===== config.mk =====
export PLATFORM = sky130hd
export DESIGN_NAME = swm_cell
export DESIGN_NICKNAME = d
export VERILOG_FILES = /design/src/rtl/swm_pkg.sv /design/src/rtl/swm_cell.sv
export SDC_FILE = /design/constraint.sdc
export NUM_CORES = 1
export LEC_CHECK = 0
export BUFFER_PORTS_ARGS = -buffer_cell sky130_fd_sc_hd__buf_2
export CAP_MARGIN = 20
export CORE_AREA = 2 2 127 129
export CTS_BUF_LIST = sky130_fd_sc_hd__clkbuf_4 sky130_fd_sc_hd__clkbuf_8 sky130_fd_sc_hd__clkbuf_16
export CTS_CLUSTER_DIAMETER = 200
export DETAILED_ROUTE_END_ITERATION = 10
export DIE_AREA = 0 0 129 131
export GPL_ROUTABILITY_DRIVEN = 0
export GPL_TIMING_DRIVEN = 0
export PLACE_DENSITY = 0.76
export RECOVER_POWER = 50
export SYNTH_ARGS = -nofsm -noshare
export SYNTH_HDL_FRONTEND = slang
export SYNTH_SLANG_ARGS = --single-unit

===== constraint.sdc =====
create_clock -name clk_i -period 4 [get_ports clk_i]
set_clock_uncertainty 0.05 [all_clocks]
set_input_delay 0.8 -clock clk_i [delete_from_list [all_inputs] [get_ports clk_i]]
set_output_delay 0.8 -clock clk_i [all_outputs]
set_load 0.02 [all_outputs]

===== src/rtl/swm_pkg.sv =====
// Shared types and constants of the sliding window median unit.
// No dependencies; every other file of the unit imports this package.

package swm_pkg;

  // Default built depth of the window.
  localparam int WINDOW_MAX_DEF = 64;

  // Field widths.
  localparam int CFG_W    = 7;
  localparam int SAMPLE_W = 32;
  localparam int RESULT_W = 33;

  // Smallest sample value; used as the left boundary of the cell row.
  localparam logic [SAMPLE_W-1:0] SAMPLE_MIN = {1'b1, {(SAMPLE_W-1){1'b0}}};

  // Window size after reset.
  localparam logic [CFG_W-1:0] WINDOW_SIZE_RST = CFG_W'(1);

  typedef struct packed {
    logic signed [SAMPLE_W-1:0] sample;
    logic                       last_sample;
  } in_item_t;

  typedef struct packed {
    logic signed [RESULT_W-1:0] median_x2;
    logic                       last_result;
  } out_item_t;

  // Broadcast from the controller to every cell.
  typedef struct packed {
    logic                       start;
    logic                       clear;
    logic signed [SAMPLE_W-1:0] x;
  } cell_ctrl_t;

endpackage


===== src/rtl/swm_cell.sv =====
// One cell of the sorted sample row: holds one sample with its age and
// one stage of the rank counting wave. Depends on swm_pkg.

module swm_cell import swm_pkg::*; #(
  parameter int              AW      = 6,
  parameter int              CW      = 7,
  parameter logic [AW-1:0]   AGE_OLD = '1
) (
  input  logic                clk_i,
  input  logic                rst_ni,
  input  cell_ctrl_t          ctrl_i,
  input  logic [CW-1:0]       k_i,
  input  logic [CW-1:0]       rank_lo_i,
  input  logic [CW-1:0]       rank_hi_i,
  // Left neighbor.
  input  logic                l_valid_i,
  input  logic [SAMPLE_W-1:0] l_value_i,
  input  logic [AW-1:0]       l_age_i,
  input  logic                l_mr_i,
  // Right neighbor.
  input  logic                r_valid_i,
  input  logic [SAMPLE_W-1:0] r_value_i,
  input  logic [AW-1:0]       r_age_i,
  input  logic                r_ml_i,
  // Own contents.
  output logic                valid_o,
  output logic [SAMPLE_W-1:0] value_o,
  output logic [AW-1:0]       age_o,
  output logic                hole_o,
  output logic                mr_o,
  output logic                ml_o,
  // Counting wave.
  input  logic                w_vld_i,
  input  logic [CW-1:0]       w_cnt_i,
  input  logic [SAMPLE_W-1:0] w_lo_i,
  input  logic [SAMPLE_W-1:0] w_hi_i,
  output logic                w_vld_o,
  output logic [CW-1:0]       w_cnt_o,
  output logic [SAMPLE_W-1:0] w_lo_o,
  output logic [SAMPLE_W-1:0] w_hi_o
);

  logic                valid_q, valid_d;
  logic                hole_q, hole_d;
  logic [SAMPLE_W-1:0] value_q, value_d;
  logic [AW-1:0]       age_q, age_d;
  logic                w_vld_q;
  logic [CW-1:0]       w_cnt_q, w_cnt_d;
  logic [SAMPLE_W-1:0] w_lo_q, w_lo_d, w_hi_q, w_hi_d;
  logic                in_win;

  // The hole walks toward the spot where the new sample keeps the row sorted.
  assign mr_o = hole_q && r_valid_i && ($signed(r_value_i) < ctrl_i.x);
  assign ml_o = hole_q && ($signed(l_value_i) > ctrl_i.x);

  always_comb begin
    valid_d = valid_q;
    hole_d  = hole_q;
    value_d = value_q;
    age_d   = age_q;
    if (ctrl_i.clear) begin
      valid_d = 1'b0;
      hole_d  = 1'b0;
    end else if (ctrl_i.start) begin
      // The oldest sample of a full row, or the first free cell, opens the hole.
      if (valid_q) begin
        if (age_q == AGE_OLD) begin
          hole_d  = 1'b1;
          valid_d = 1'b0;
        end else begin
          age_d = age_q + 1'b1;
        end
      end else if (l_valid_i) begin
        hole_d = 1'b1;
      end
    end else if (hole_q) begin
      hole_d = 1'b0;
      if (mr_o) begin
        valid_d = r_valid_i;
        value_d = r_value_i;
        age_d   = r_age_i;
      end else if (ml_o) begin
        valid_d = l_valid_i;
        value_d = l_value_i;
        age_d   = l_age_i;
      end else begin
        valid_d = 1'b1;
        value_d = ctrl_i.x;
        age_d   = '0;
      end
    end else if (l_mr_i || r_ml_i) begin
      hole_d  = 1'b1;
      valid_d = 1'b0;
    end
  end

  assign in_win  = valid_q && (CW'(age_q) < k_i);
  assign w_cnt_d = w_cnt_i + CW'(in_win);
  assign w_lo_d  = (in_win && (w_cnt_i == rank_lo_i)) ? value_q : w_lo_i;
  assign w_hi_d  = (in_win && (w_cnt_i == rank_hi_i)) ? value_q : w_hi_i;

  always_ff @(posedge clk_i or negedge rst_ni) begin
    if (!rst_ni) begin
      valid_q <= 1'b0;
      hole_q  <= 1'b0;
      w_vld_q <= 1'b0;
    end else begin
      valid_q <= valid_d;
      hole_q  <= hole_d;
      w_vld_q <= w_vld_i;
    end
  end

  always_ff @(posedge clk_i) begin
    value_q <= value_d;
    age_q   <= age_d;
    w_cnt_q <= w_cnt_d;
    w_lo_q  <= w_lo_d;
    w_hi_q  <= w_hi_d;
  end

  assign valid_o = valid_q;
  assign value_o = value_q;
  assign age_o   = age_q;
  assign hole_o  = hole_q;
  assign w_vld_o = w_vld_q;
  assign w_cnt_o = w_cnt_q;
  assign w_lo_o  = w_lo_q;
  assign w_hi_o  = w_hi_q;

endmodule


=== After elaboration in Yosys (flattened, before gate mapping) ===
Cells that the tools add are included.

* Bits in registers: 112
* Input bits: 209
* Output and inout port bits: 114
* Logic and storage cells: 59

* Add/subtract/negate cells: 2
* Order comparisons: 3
* Eq/ne operators: 7
* Multiplexer cells: 25
* Bitwise gates (word level): 2
* Reduce and logical (&&, ||, !) cells: 12

{| class="wikitable"
|+ Operators with widths
! operator !! number
|-
| $mux W32 || 4
|-
| $mux W6 || 6
|-
| $gt A32 B32 Y1 || 1
|-
| $lt A32 B32 Y1 || 1
|-
| $mux W1 || 15
|-
| $eq A7 B7 Y1 || 2
|-
| $add A7 B1 Y7 || 1
|-
| $lt A6 B7 Y1 || 1
|-
| $add A6 B1 Y6 const B || 1
|-
| $eq A6 B6 Y1 const B || 1
|-
| $logic_and A1 B1 Y1 || 6
|-
| $ne A4 B2 Y1 const B || 1
|-
| $ne A4 B3 Y1 const B || 1
|-
| $reduce_and A4 Y1 || 1
|-
| $reduce_bool A4 Y1 || 1
|-
| $reduce_and A3 Y1 || 1
|-
| $ne A2 B1 Y1 const B || 1
|-
| $ne A2 B2 Y1 const B || 1
|-
| $not A1 Y1 || 2
|-
| $reduce_and A2 Y1 || 1
|-
| $reduce_bool A2 Y1 || 1
|-
| $logic_or A1 B1 Y1 || 1
|}

=== Depth between registers and ports, before layout ===
Gate-level depths: netlist of run 1.

* Depth in word-level cells: 7
* Gate-level depth with buffers: 12
* Mapped depth without buffers: 12

=== Worst setup path after synthesis of run 1 ===
No wires, ideal clock.

* Path kind: input -> output
* Start: input port ctrl_i[14] in the netlist's numbering
* End: output port mr_o
* Arrival time: 2,857 ps
* Data required time: 3,150 ps
* Slack: 293 ps
* Cell stages on the path: 10
* Path buffers: 1
* Path through: inv_1 > ha_1 > nand4_1 > or4_1 > o32ai_1 > o21a_1 > o21ai_1 > nand3_1 > clkbuf_1 > inv_1

* Longest elaborated chain between the ends: 2

{| class="wikitable"
|+ RTL lines
! element !! RTL line !! source
|-
| start, declared || swm_cell.sv:11 || <nowiki>input cell_ctrl_t ctrl_i,</nowiki>
|-
| $lt A32 B32 Y1 || swm_cell.sv:53 || <nowiki>assign mr_o = hole_q && r_valid_i && ($signed(r_value_i) < ctrl_i.x);</nowiki>
|-
| $logic_and A1 B1 Y1 || swm_cell.sv:53 ||
|-
| end, declared || swm_cell.sv:30 || <nowiki>output logic mr_o,</nowiki>
|}

No other way between the ends.

=== Final worst setup path of run 1 ===
* Start: input port ctrl_i[27] in the netlist's numbering
* End: output port ml_o

* Longest elaborated chain between the ends: 2

{| class="wikitable"
|+ RTL lines
! element !! RTL line !! source
|-
| $gt A32 B32 Y1 || swm_cell.sv:54 || <nowiki>assign ml_o = hole_q && ($signed(l_value_i) > ctrl_i.x);</nowiki>
|-
| $logic_and A1 B1 Y1 || swm_cell.sv:54 ||
|-
| end, declared || swm_cell.sv:31 || <nowiki>output logic ml_o,</nowiki>
|}

No other way between the ends.

==> metrics, run 1 <==
post-synth top area share=21.1%; violated checks=max-capacitance violations, max-slew violations; CP Capture Type=primary output; Critical Path Source Type=primary input; clock sinks=112; CTS clock-pin slew for the worst setup and hold paths=0.08 ns; Worst setup startpoint=ctrl_i[27]; Yosys warnings=0; Commonest cells post-synth=dfxtp_1, ha_1, o211ai_1, a21oi_1, mux2_2; asr flop ratio synth=2.68%; initial antenna violation count=1; DRT Pass-1 Iters=5; Initial Util=43.3%; largest net degree at the start of global routing=36; Total Routing Usage GR=25.4%; global route overflow=0; mapped cell area=0.00675 sq mm; Port-buffer cells=321; fillers=1,455; finished layout cell area=0.00892 sq mm; period utilization=97.9%; HP Class=in -> async; outcome=finished with violations; Gate Count Post-Synth=653; CTS tree=built; max incr delay on CP=0.58 ns; max cap viols=1; crit-path most repeated cell=buf_2; row cnt=46; CP cell instances=buf_2 -> inv_1 -> ha_1 -> nand4_1 -> or4_4 -> o41a_1 -> buf_2 -> nand2_2 -> a211o_4 -> o21ai_4 -> buf_4; Most used DFF post-synth=dfxtp_1; Post-DP Area=0.00863 sq mm; layout cell share with drive strength beyond 1=32.3%; fin. max-slew vios=36; Core Region=0.0156 sq mm; Layout Nets=1,271; CTS root buffer=clkbuf_16; CTS buffer count=9; final setup fails=0; R2R Path Start=age_o[1]; largest buffer count on any clock path=2; Iteration-0 DRC Markers=466; Arr. time, crit path=3.07 ns; Area contributors post-synth=dfxtp_1, edfxtp_1, ha_1, mux2_2, o211ai_1; worst-skew pair later-pin latency=0.36 ns; Detailed Route WL=22.4 mm; Critical Path RT=3.15 ns; WL/cell=18.5 um; DRC=0; Cell variety after synth=52; largest area contributor in the netlist=dfxtp_1; critical path class=in -> out; # IOs=323; Die Ht=131 um; leakage power=3.97 nW; crit path max fanout=8; number of routed nets with antenna violations=0; Peak VDD IR=0.000207 V; #FFs+latches synth=112; total power=2.86 mW; area taken by multi-input logic gates=0.00385 sq mm; Mean Syn Cell Area=10.3 sq um; P&R area growth vs syn=32.2%; Tmin final=3.92 ns; register area=0.00264 sq mm; fmax=255 MHz; RSZ-0062 raised after global routing=true; Slew @ Worst Pin=1.79 ns; sequential area share after synthesis=39.1%; Max H-tree Level=3; first-pass GRT wire length=32.9 mm; vias in the first global route=6,349; vias per cell=5.48; Rel. slew slack=-19.6%; dpl hpwl=17.5 mm; die area=0.0169 sq mm; slowest library cell on the worst path=or4_4; P per Cell Area=321 mW/mm^2; vias after detailed routing=6,643; syn_nets=933; Die Wd=129 um; Post-synth EDFFs=38; Hold Violations, Final=0
## layer usage
metal | share of wire [%] | GRT usage [%] | vias up
met5 | 0 | 0 | -
met4 | 2.7 | 10.5 | 0
met3 | 6.7 | 4.93 | 44
met2 | 50 | 44.6 | 345
met1 | 41 | 30.7 | 3062
li1 | - | - | 3192
## area by class of cell
class	count	area share, %
Clock inverter	5	0.421
Clock buffer	11	2.83
Tap cell	216	3.03
Antenna cell	1	0.0281
Inverter	44	1.85
Sequential cell	112	29.6
Timing Repair Buffer	327	17.0
Multi-Input combinational cell	458	43.1
Buffer	39	2.16
## flip-flops by register name, indices dropped and copies added, names as in the netlist
signal	flops
hole_o	1
value_o	32
valid_o	1
w_vld_o	1
w_lo_o	32
w_cnt_o	7
age_o	6
w_hi_o	32
## per-stage QoR
step / utilization [%] / cells / worst slack (ns) / hold WS (ns) / TNS (ns)
final: 57.2 / 1213 / 0.0847 / 0.206 / 0
after global routing: 57.2 / 1213 / -0.0120 / 0.212 / -0.0186
after CTS: 57.7 / 1209 / 0.0103 / 0.173 / 0
after detailed placement: 55.3 / 1190 / -0.675 / 0.446 / -4.18
after global placement: 55.3 / 1190 / -0.638 / 0.439 / -3.58
after floorplan: - / 653 / 0.293 / 0.454 / 0
## path summary, 6_finish.rpt
| path | endpoint | slack [ns] | cells past startpoint |
|---|---|---|---|
| setup reg to reg | w_hi_o[16] | 0.82 | 8 |
| min in group clk_i | w_hi_o[21] | 0.47 | 1 |
| hold reg to reg | w_hi_o[21] | 0.47 | 1 |
| max in group asynchronous | w_vld_o | 3.50 | 1 |
| setup / recovery | ml_o | 0.08 | 11 |
| hold / removal | hole_o | 0.21 | 1 |
## power by group
group | internal (mW) | switching, mW
Clock | 0.463 | 0.443
Combinational | 0.280 | 0.409
Sequential | 1.24 | 0.0234
## critical path, delay by kind of cell
| family | cells | cell delay [ns] |
|---|---|---|
| buf+inv | 4 | 0.52 |
| simple gates | 3 | 0.88 |
| fa+ha+maj | 1 | 0.31 |
| compound gates | 3 | 0.55 |
## kinds of logic (layout without fill, tap and decap cells)
| kind of cell | Yosys count | in the layout | share of synthesized area, % |
|---|---|---|---|
| adder cells (fa/ha/maj) | 71 | 71 | 13.2 |
| other | 0 | 1 | 0 |
| AND/OR/NAND/NOR | 85 | 85 | 7.19 |
| AO/OA/AOI/OAI | 215 | 215 | 21.8 |
| multiplexers | 64 | 64 | 10.7 |
| XOR/XNOR | 23 | 23 | 2.98 |
| buffers and inverters | 83 | 426 | 5.15 |
| flip-flops | 112 | 112 | 39.1 |
## cells in the final DEF (no fill, tap or decap), drive strengths merged, types with 2 or more instances in the layout
master,n
nor2,10
xor2,10
a2111oi,2
nand2,12
nor4,4
dfrtp,3
mux2,64
and2,2
nand3,16
a21o,10
o21a,6
clkbuf,147
and4,4
or2,2
ha,71
o21ai,8
o211ai,69
nand2b,2
nor3,2
buf,230
a21oi,59
a31oi,32
and3,6
edfxtp,38
a41o,13
xnor2,13
dfxtp,71
inv,47
or4,2
a211oi,4
clkinv,2
nand4,13
nor2b,8
a211o,4
## timing repair
action / 4_1_cts / 5_1_grt
setup buffers: 3 / 3
gates resized for setup: 13 / 6
hold buffers: 0 / 0
pin swaps: 7 / 7
endpoints found under the hold margin: 0 / 0
setup endpoints to repair: 2 / 2
Note: power is estimated with default switching activity, not from simulation.
==> run 2: changes to the inputs <==
- clock period: 4 -> 3.9 ns (I/O delays scaled with it)
==> run 2 against run 1 <==
Against the previous run:
- the run still ends with max-capacitance violations, max-slew violations left
- sequential power increased by 3%
- utilization increased by 0.56 points
- die area unchanged
- global-route usage increased by 0.12 points
- register-to-register slack got worse by 0.08 ns
- final cell count increased by 0.25%
- critical endpoint unchanged
==> metrics, run 2 (synthesis results as in run 1) <==
flop2flop setup slack=0.74 ns (was 0.82 ns); initial antenna violation count=1 (unchanged); Iteration-0 DRC Markers=478 (was 466); # IOs=323 (unchanged); crit path max fanout=8 (unchanged); Core Region=0.0156 sq mm (unchanged); r2r worst-path depth=8 (unchanged); leakage power=3.98 nW (was 3.97 nW); Finished Layout Cells=1,216 (was 1,213); Total Routing Usage GR=25.5% (was 25.4%); first-pass GRT wire length=33.1 mm (was 32.9 mm); HP Class=in -> async (unchanged); worst hold slack=0.187 ns (was 0.206 ns); violated checks=max-capacitance violations, max-slew violations (unchanged); Port-buffer cells=321 (unchanged); CTS tree=built (unchanged); outcome=finished with violations (unchanged); crit-path most repeated cell=buf_2 (unchanged); Rel. slew slack=-19.4% (was -19.6%); max incr delay on CP=0.58 ns (about the same); worst-skew pair later-pin latency=0.36 ns (about the same); CTS root buffer=clkbuf_16 (unchanged); fillers=1,440 (was 1,455); most frequent cells in the layout=buf_2, clkbuf_1, dfxtp_1, o211ai_1, ha_1 (unchanged); dpl hpwl=17.5 mm (unchanged); DRC=0 (unchanged); die area=0.0169 sq mm (unchanged); vias after detailed routing=6,636 (was 6,643); Slew @ Worst Pin=1.79 ns (about the same); Critical Path RT=3.07 ns (was 3.15 ns); Tmin final=3.81 ns; largest net degree at the start of global routing=36 (unchanged); fmax=262 MHz; Detailed Route WL=22.5 mm (was 22.4 mm); layout cell share with drive strength beyond 1=33.1% (was 32.3%); final setup fails=0 (unchanged); fin. max-slew vios=36 (unchanged); R2R Path Start=age_o[1] (unchanged); number of routed nets with antenna violations=0 (unchanged); global route overflow=0 (unchanged); WL/cell=18.5 um (about the same); row cnt=46 (unchanged); slowest library cell on the worst path=or4_4 (unchanged); Max H-tree Level=3 (unchanged); vias in the first global route=6,399 (was 6,349); Die Ht=131 um (unchanged); CP Capture Type=primary output (unchanged); CTS clock-pin slew for the worst setup and hold paths=0.08 ns (about the same); placed instance count=1,190 (unchanged); Critical Path Source Type=primary input (unchanged); critical path class=in -> out (unchanged); largest buffer count on any clock path=2 (unchanged); DRT Pass-1 Iters=6 (was 5); Initial Util=43.3% (unchanged); Die Wd=129 um (unchanged); CP cell instances=buf_2 -> inv_1 -> ha_1 -> nand4_1 -> or4_4 -> o41a_1 -> buf_2 -> nand2_2 -> a211o_4 -> o21ai_4 -> buf_4 (unchanged); P per Cell Area=327 mW/mm^2 (was 321 mW/mm^2); Arr. time, crit path=2.98 ns (was 3.07 ns); DP Worst Slack=-0.735 ns (was -0.675 ns); vias per cell=5.46 (was 5.48); Peak VDD IR=0.000211 V (was 0.000207 V); period utilization=97.8%; commonest non-fill, non-tap cell in the layout=buf_2 (unchanged); Critical R2R Capture=w_hi_o[16] (unchanged); max cap viols=1 (unchanged); Final TNS setup=0 ns (unchanged); P&R area growth vs syn=33.5% (was 32.2%); setup ws final=0.0857 ns (was 0.0847 ns); CTS buffer count=9 (unchanged); total power=2.94 mW (was 2.86 mW); Hold Violations, Final=0 (unchanged); clock sinks=112 (unchanged); Layout Nets=1,274 (was 1,271)
-- run 2: critical path, delay by kind of cell --
family                     cells  cell delay (ns)
adders and majority gates      1             0.31
AOI/OAI and AO/OA              3             0.55
and+or+nand+nor                3             0.81
buffers and inverters          4             0.52
-- run 2: how the worst max path moves through the flow --
stage | cells past startpoint | start | slack [ns] | end
final | 11 | ctrl_i[19] | 0.09 | ml_o
after global routing | 11 | ctrl_i[19] | -0.005 | ml_o
after CTS | 12 | ctrl_i[11] | 0.002 | mr_o
after detailed placement | 12 | ctrl_i[15] | -0.73 | mr_o
after global placement | 12 | ctrl_i[13] | -0.70 | mr_o
after floorplan | 10 | ctrl_i[14] | 0.23 | mr_o
-- run 2: cell type report --
type	count	area (sq um)	share of cell area, %
Buffer	38	179	1.99
Tap cell	216	270	3.00
Timing Repair Buffer	331	1550	17.2
Multi-Input combinational cell	458	3920	43.5
Clock inverter	5	37.5	0.417
Antenna cell	1	2.50	0.0278
Inverter	44	165	1.83
Clock buffer	11	253	2.81
Sequential cell	112	2640	29.3
-- run 2: routing by layer --
metal  vias to the layer above  global-route usage (%)  share of wire, %
li1                       3202                       -                 -
met1                      3082                    30.7                41
met2                       310                    44.6                50
met3                        42                    5.09               6.4
met4                         0                    10.9               2.6
met5                         -                       0                 0
-- run 2: where the power goes --
part | switching [mW] | internal (mW)
Clock | 0.453 | 0.475
Sequential | 0.0238 | 1.27
Combinational | 0.426 | 0.294
-- run 2: repair_timing --
| item | in CTS | in global routing |
|---|---|---|
| gates resized for setup | 17 | 11 |
| setup buffers | 6 | 4 |
| pin swaps | 9 | 14 |
| hold endpoints to repair | 0 | 0 |
| setup endpoints to repair | 2 | 2 |
| hold buffers | 0 | 0 |
-- run 2: through the flow --
stage | cell area [sq um] | util [%]
after global routing | 9010 | 57.8
after floorplan | 6750 | -
after CTS | 9040 | 58.0
after detailed placement | 8630 | 55.3
final | 9010 | 57.8
after global placement | 8630 | 55.3
==> run 3: changes to the inputs <==
- CORE_AREA: 2 2 127 129 -> 2 2 126 128
- DIE_AREA: 0 0 129 131 -> 0 0 128 130
- PLACE_DENSITY: 0.76 -> 0.77
- clock period: 3.9 -> 4.62 ns (I/O delays scaled with it)
==> run 3 against run 2 <==
Against the previous run:
- the run still ends with max-capacitance violations, max-slew violations left
- flip-flop and latch count is the same
- first-iteration DRC count shrank 20%
- power shrank 18%
- critical endpoint unchanged
- largest power group unchanged
==> metrics, run 3 (synthesis results as in run 1) <==
max cap viols=1 (unchanged); worst-skew pair later-pin latency=0.35 ns (was 0.36 ns); CTS buffer count=9 (unchanged); period utilization=96.6%; CTS root buffer=clkbuf_16 (unchanged); Peak VDD IR=0.000175 V (was 0.000211 V); Finished Layout Cells=1,183 (was 1,216); initial antenna violation count=3 (was 1); largest buffer count on any clock path=2 (unchanged); dpl hpwl=17.3 mm (was 17.5 mm); Rel. slew slack=-17.3% (was -19.4%); vias per cell=5.53 (was 5.46); GRT Max-Usage Layer=met2 (unchanged); Iteration-0 DRC Markers=384 (was 478); Slew @ Worst Pin=1.76 ns (was 1.79 ns); met3 Track Usage GR=4.96% (was 5.09%); outcome=finished with violations (unchanged); crit path max fanout=8 (unchanged); DP Worst Slack=-0.257 ns (was -0.735 ns); Port-buffer cells=321 (unchanged); CTS tree=built (unchanged); Critical Path RT=3.65 ns (was 3.07 ns); Post-CTS Setup Bufs=0 (was 6); HP Class=in -> async (unchanged); CP Capture Type=primary output (unchanged); WL/cell=18.7 um (was 18.5 um); Tmin final=4.46 ns; fillers=1,473 (was 1,440); P&R area growth vs syn=29.8% (was 33.5%); Hold Buf Count CTS=0 (unchanged); met2 layer usage reported by global route=44.3% (was 44.6%); Hold Violations, Final=0 (unchanged); die area=0.0166 sq mm (was 0.0169 sq mm); Die Ht=130 um (was 131 um); worst hold slack=0.341 ns (was 0.187 ns); vias after detailed routing=6,542 (was 6,636); Detailed Route WL=22.2 mm (was 22.5 mm); Core Region=0.0154 sq mm (was 0.0156 sq mm); fin. max-slew vios=36 (unchanged); R2R Path Start=age_o[1] (unchanged); final setup fails=0 (unchanged); Total Routing Usage GR=25.3% (was 25.5%); layout cell share with drive strength beyond 1=31.2% (was 33.1%); most frequent cells in the layout=buf_2, clkbuf_1, ha_1, dfxtp_1, o211ai_1 (was buf_2, clkbuf_1, dfxtp_1, o211ai_1, ha_1); row cnt=46 (unchanged); violated checks=max-capacitance violations, max-slew violations (unchanged); DRT Pass-1 Iters=5 (was 6); clock sinks=112 (unchanged); Worst setup startpoint=ctrl_i[31] (was ctrl_i[19]); CTS clock-pin slew for the worst setup and hold paths=0.07 ns (was 0.08 ns); first-pass GRT wire length=32.9 mm (was 33.1 mm); flop2flop setup slack=1.51 ns (was 0.74 ns); critical path class=in -> out (unchanged); RSZ-0062 raised after global routing=false; fmax=224 MHz; Max H-tree Level=3 (unchanged); met1 Track Usage GR=30.4% (was 30.7%); setup ws final=0.157 ns (was 0.0857 ns); P per Cell Area=277 mW/mm^2 (was 327 mW/mm^2); number of routed nets with antenna violations=0 (unchanged); placed instance count=1,166 (was 1,190); # IOs=323 (unchanged); Layout Nets=1,264 (was 1,274); commonest non-fill, non-tap cell in the layout=buf_2 (unchanged); Die Wd=128 um (was 129 um); Arr. time, crit path=3.49 ns (was 2.98 ns); largest net degree at the start of global routing=36 (unchanged); leakage power=3.92 nW (was 3.98 nW); DRC=0 (unchanged); vias in the first global route=6,472 (was 6,399); Initial Util=43.8% (was 43.3%); global route overflow=0 (unchanged); Critical Path Source Type=primary input (unchanged)
==> run 3: changes by cell type in the layout (fill, tap and decap cells not counted), sizes merged <==
cell | previous run | this run
buf | 234 | 224
clkbuf | 146 | 145
diode | 1 | 3
==> run 3: per-stage QoR <==
step / TNS, ns / total power, mW / cell area, sq um / utilization (%)
floorplan: 0 / 1.45 / 6750 / -
global placement: -0.248 / 1.69 / 8600 / 55.7
detailed placement: -0.257 / 1.70 / 8600 / 55.7
CTS: 0 / 2.45 / 8880 / 57.6
global route: 0 / 2.53 / 8760 / 56.8
finish: 0 / 2.43 / 8760 / 56.8
==> run 3: layout make-up <==
cell class	instances	area, sq um	share of cell area [%]
inverters	44	165	1.89
clock inverters	5	41.3	0.471
multi-input cells	458	3790	43.3
clock buffers	10	233	2.66
plain buffers	38	179	2.04
flip-flops and latches	112	2640	30.1
repair buffers	321	1470	16.7
well taps	192	240	2.74
diodes	3	7.51	0.0857
==> run 3: final timing paths <==
| kind | to | cells past startpoint |
|---|---|---|
| setup / recovery | ml_o | 11 |
| max in group asynchronous | valid_o | 1 |
| hold reg to reg | w_lo_o[22] | 1 |
| min in group clk_i | w_lo_o[22] | 1 |
| hold / removal | w_vld_o | 1 |
| setup reg to reg | w_lo_o[21] | 8 |
==> run 3: report_power, final <==
group / total, mW / internal (mW) / switching [mW]
Clock: 0.752 / 0.376 / 0.376
Combinational: 0.580 / 0.233 / 0.346
Sequential: 1.09 / 1.07 / 0.0200
Total: 2.43 / 1.68 / 0.742
==> run 3: critical path: stages <==
cell,delay [ns]
buf_2,0.09
inv_1,0.05
ha_1,0.40
nand4_1,0.28
or4_4,0.63
o41a_1,0.32
buf_2,0.19
nand2_2,0.09
a211o_4,0.16
o21ai_2,0.13
buf_2,0.21
==> run 3: metal layers <==
metal  wire length (um)  share of wire (%)
met1               9010                 41
met2              11000                 50
met3               1540                7.0
met4                626                2.8
met5                  0                  0
==> run 3: what timing repair did <==
| action | in CTS | in global routing |
|---|---|---|
| resized for setup | 2 | 2 |
| endpoints found under the setup margin | 1 | 1 |
| gates cloned | 0 | 0 |
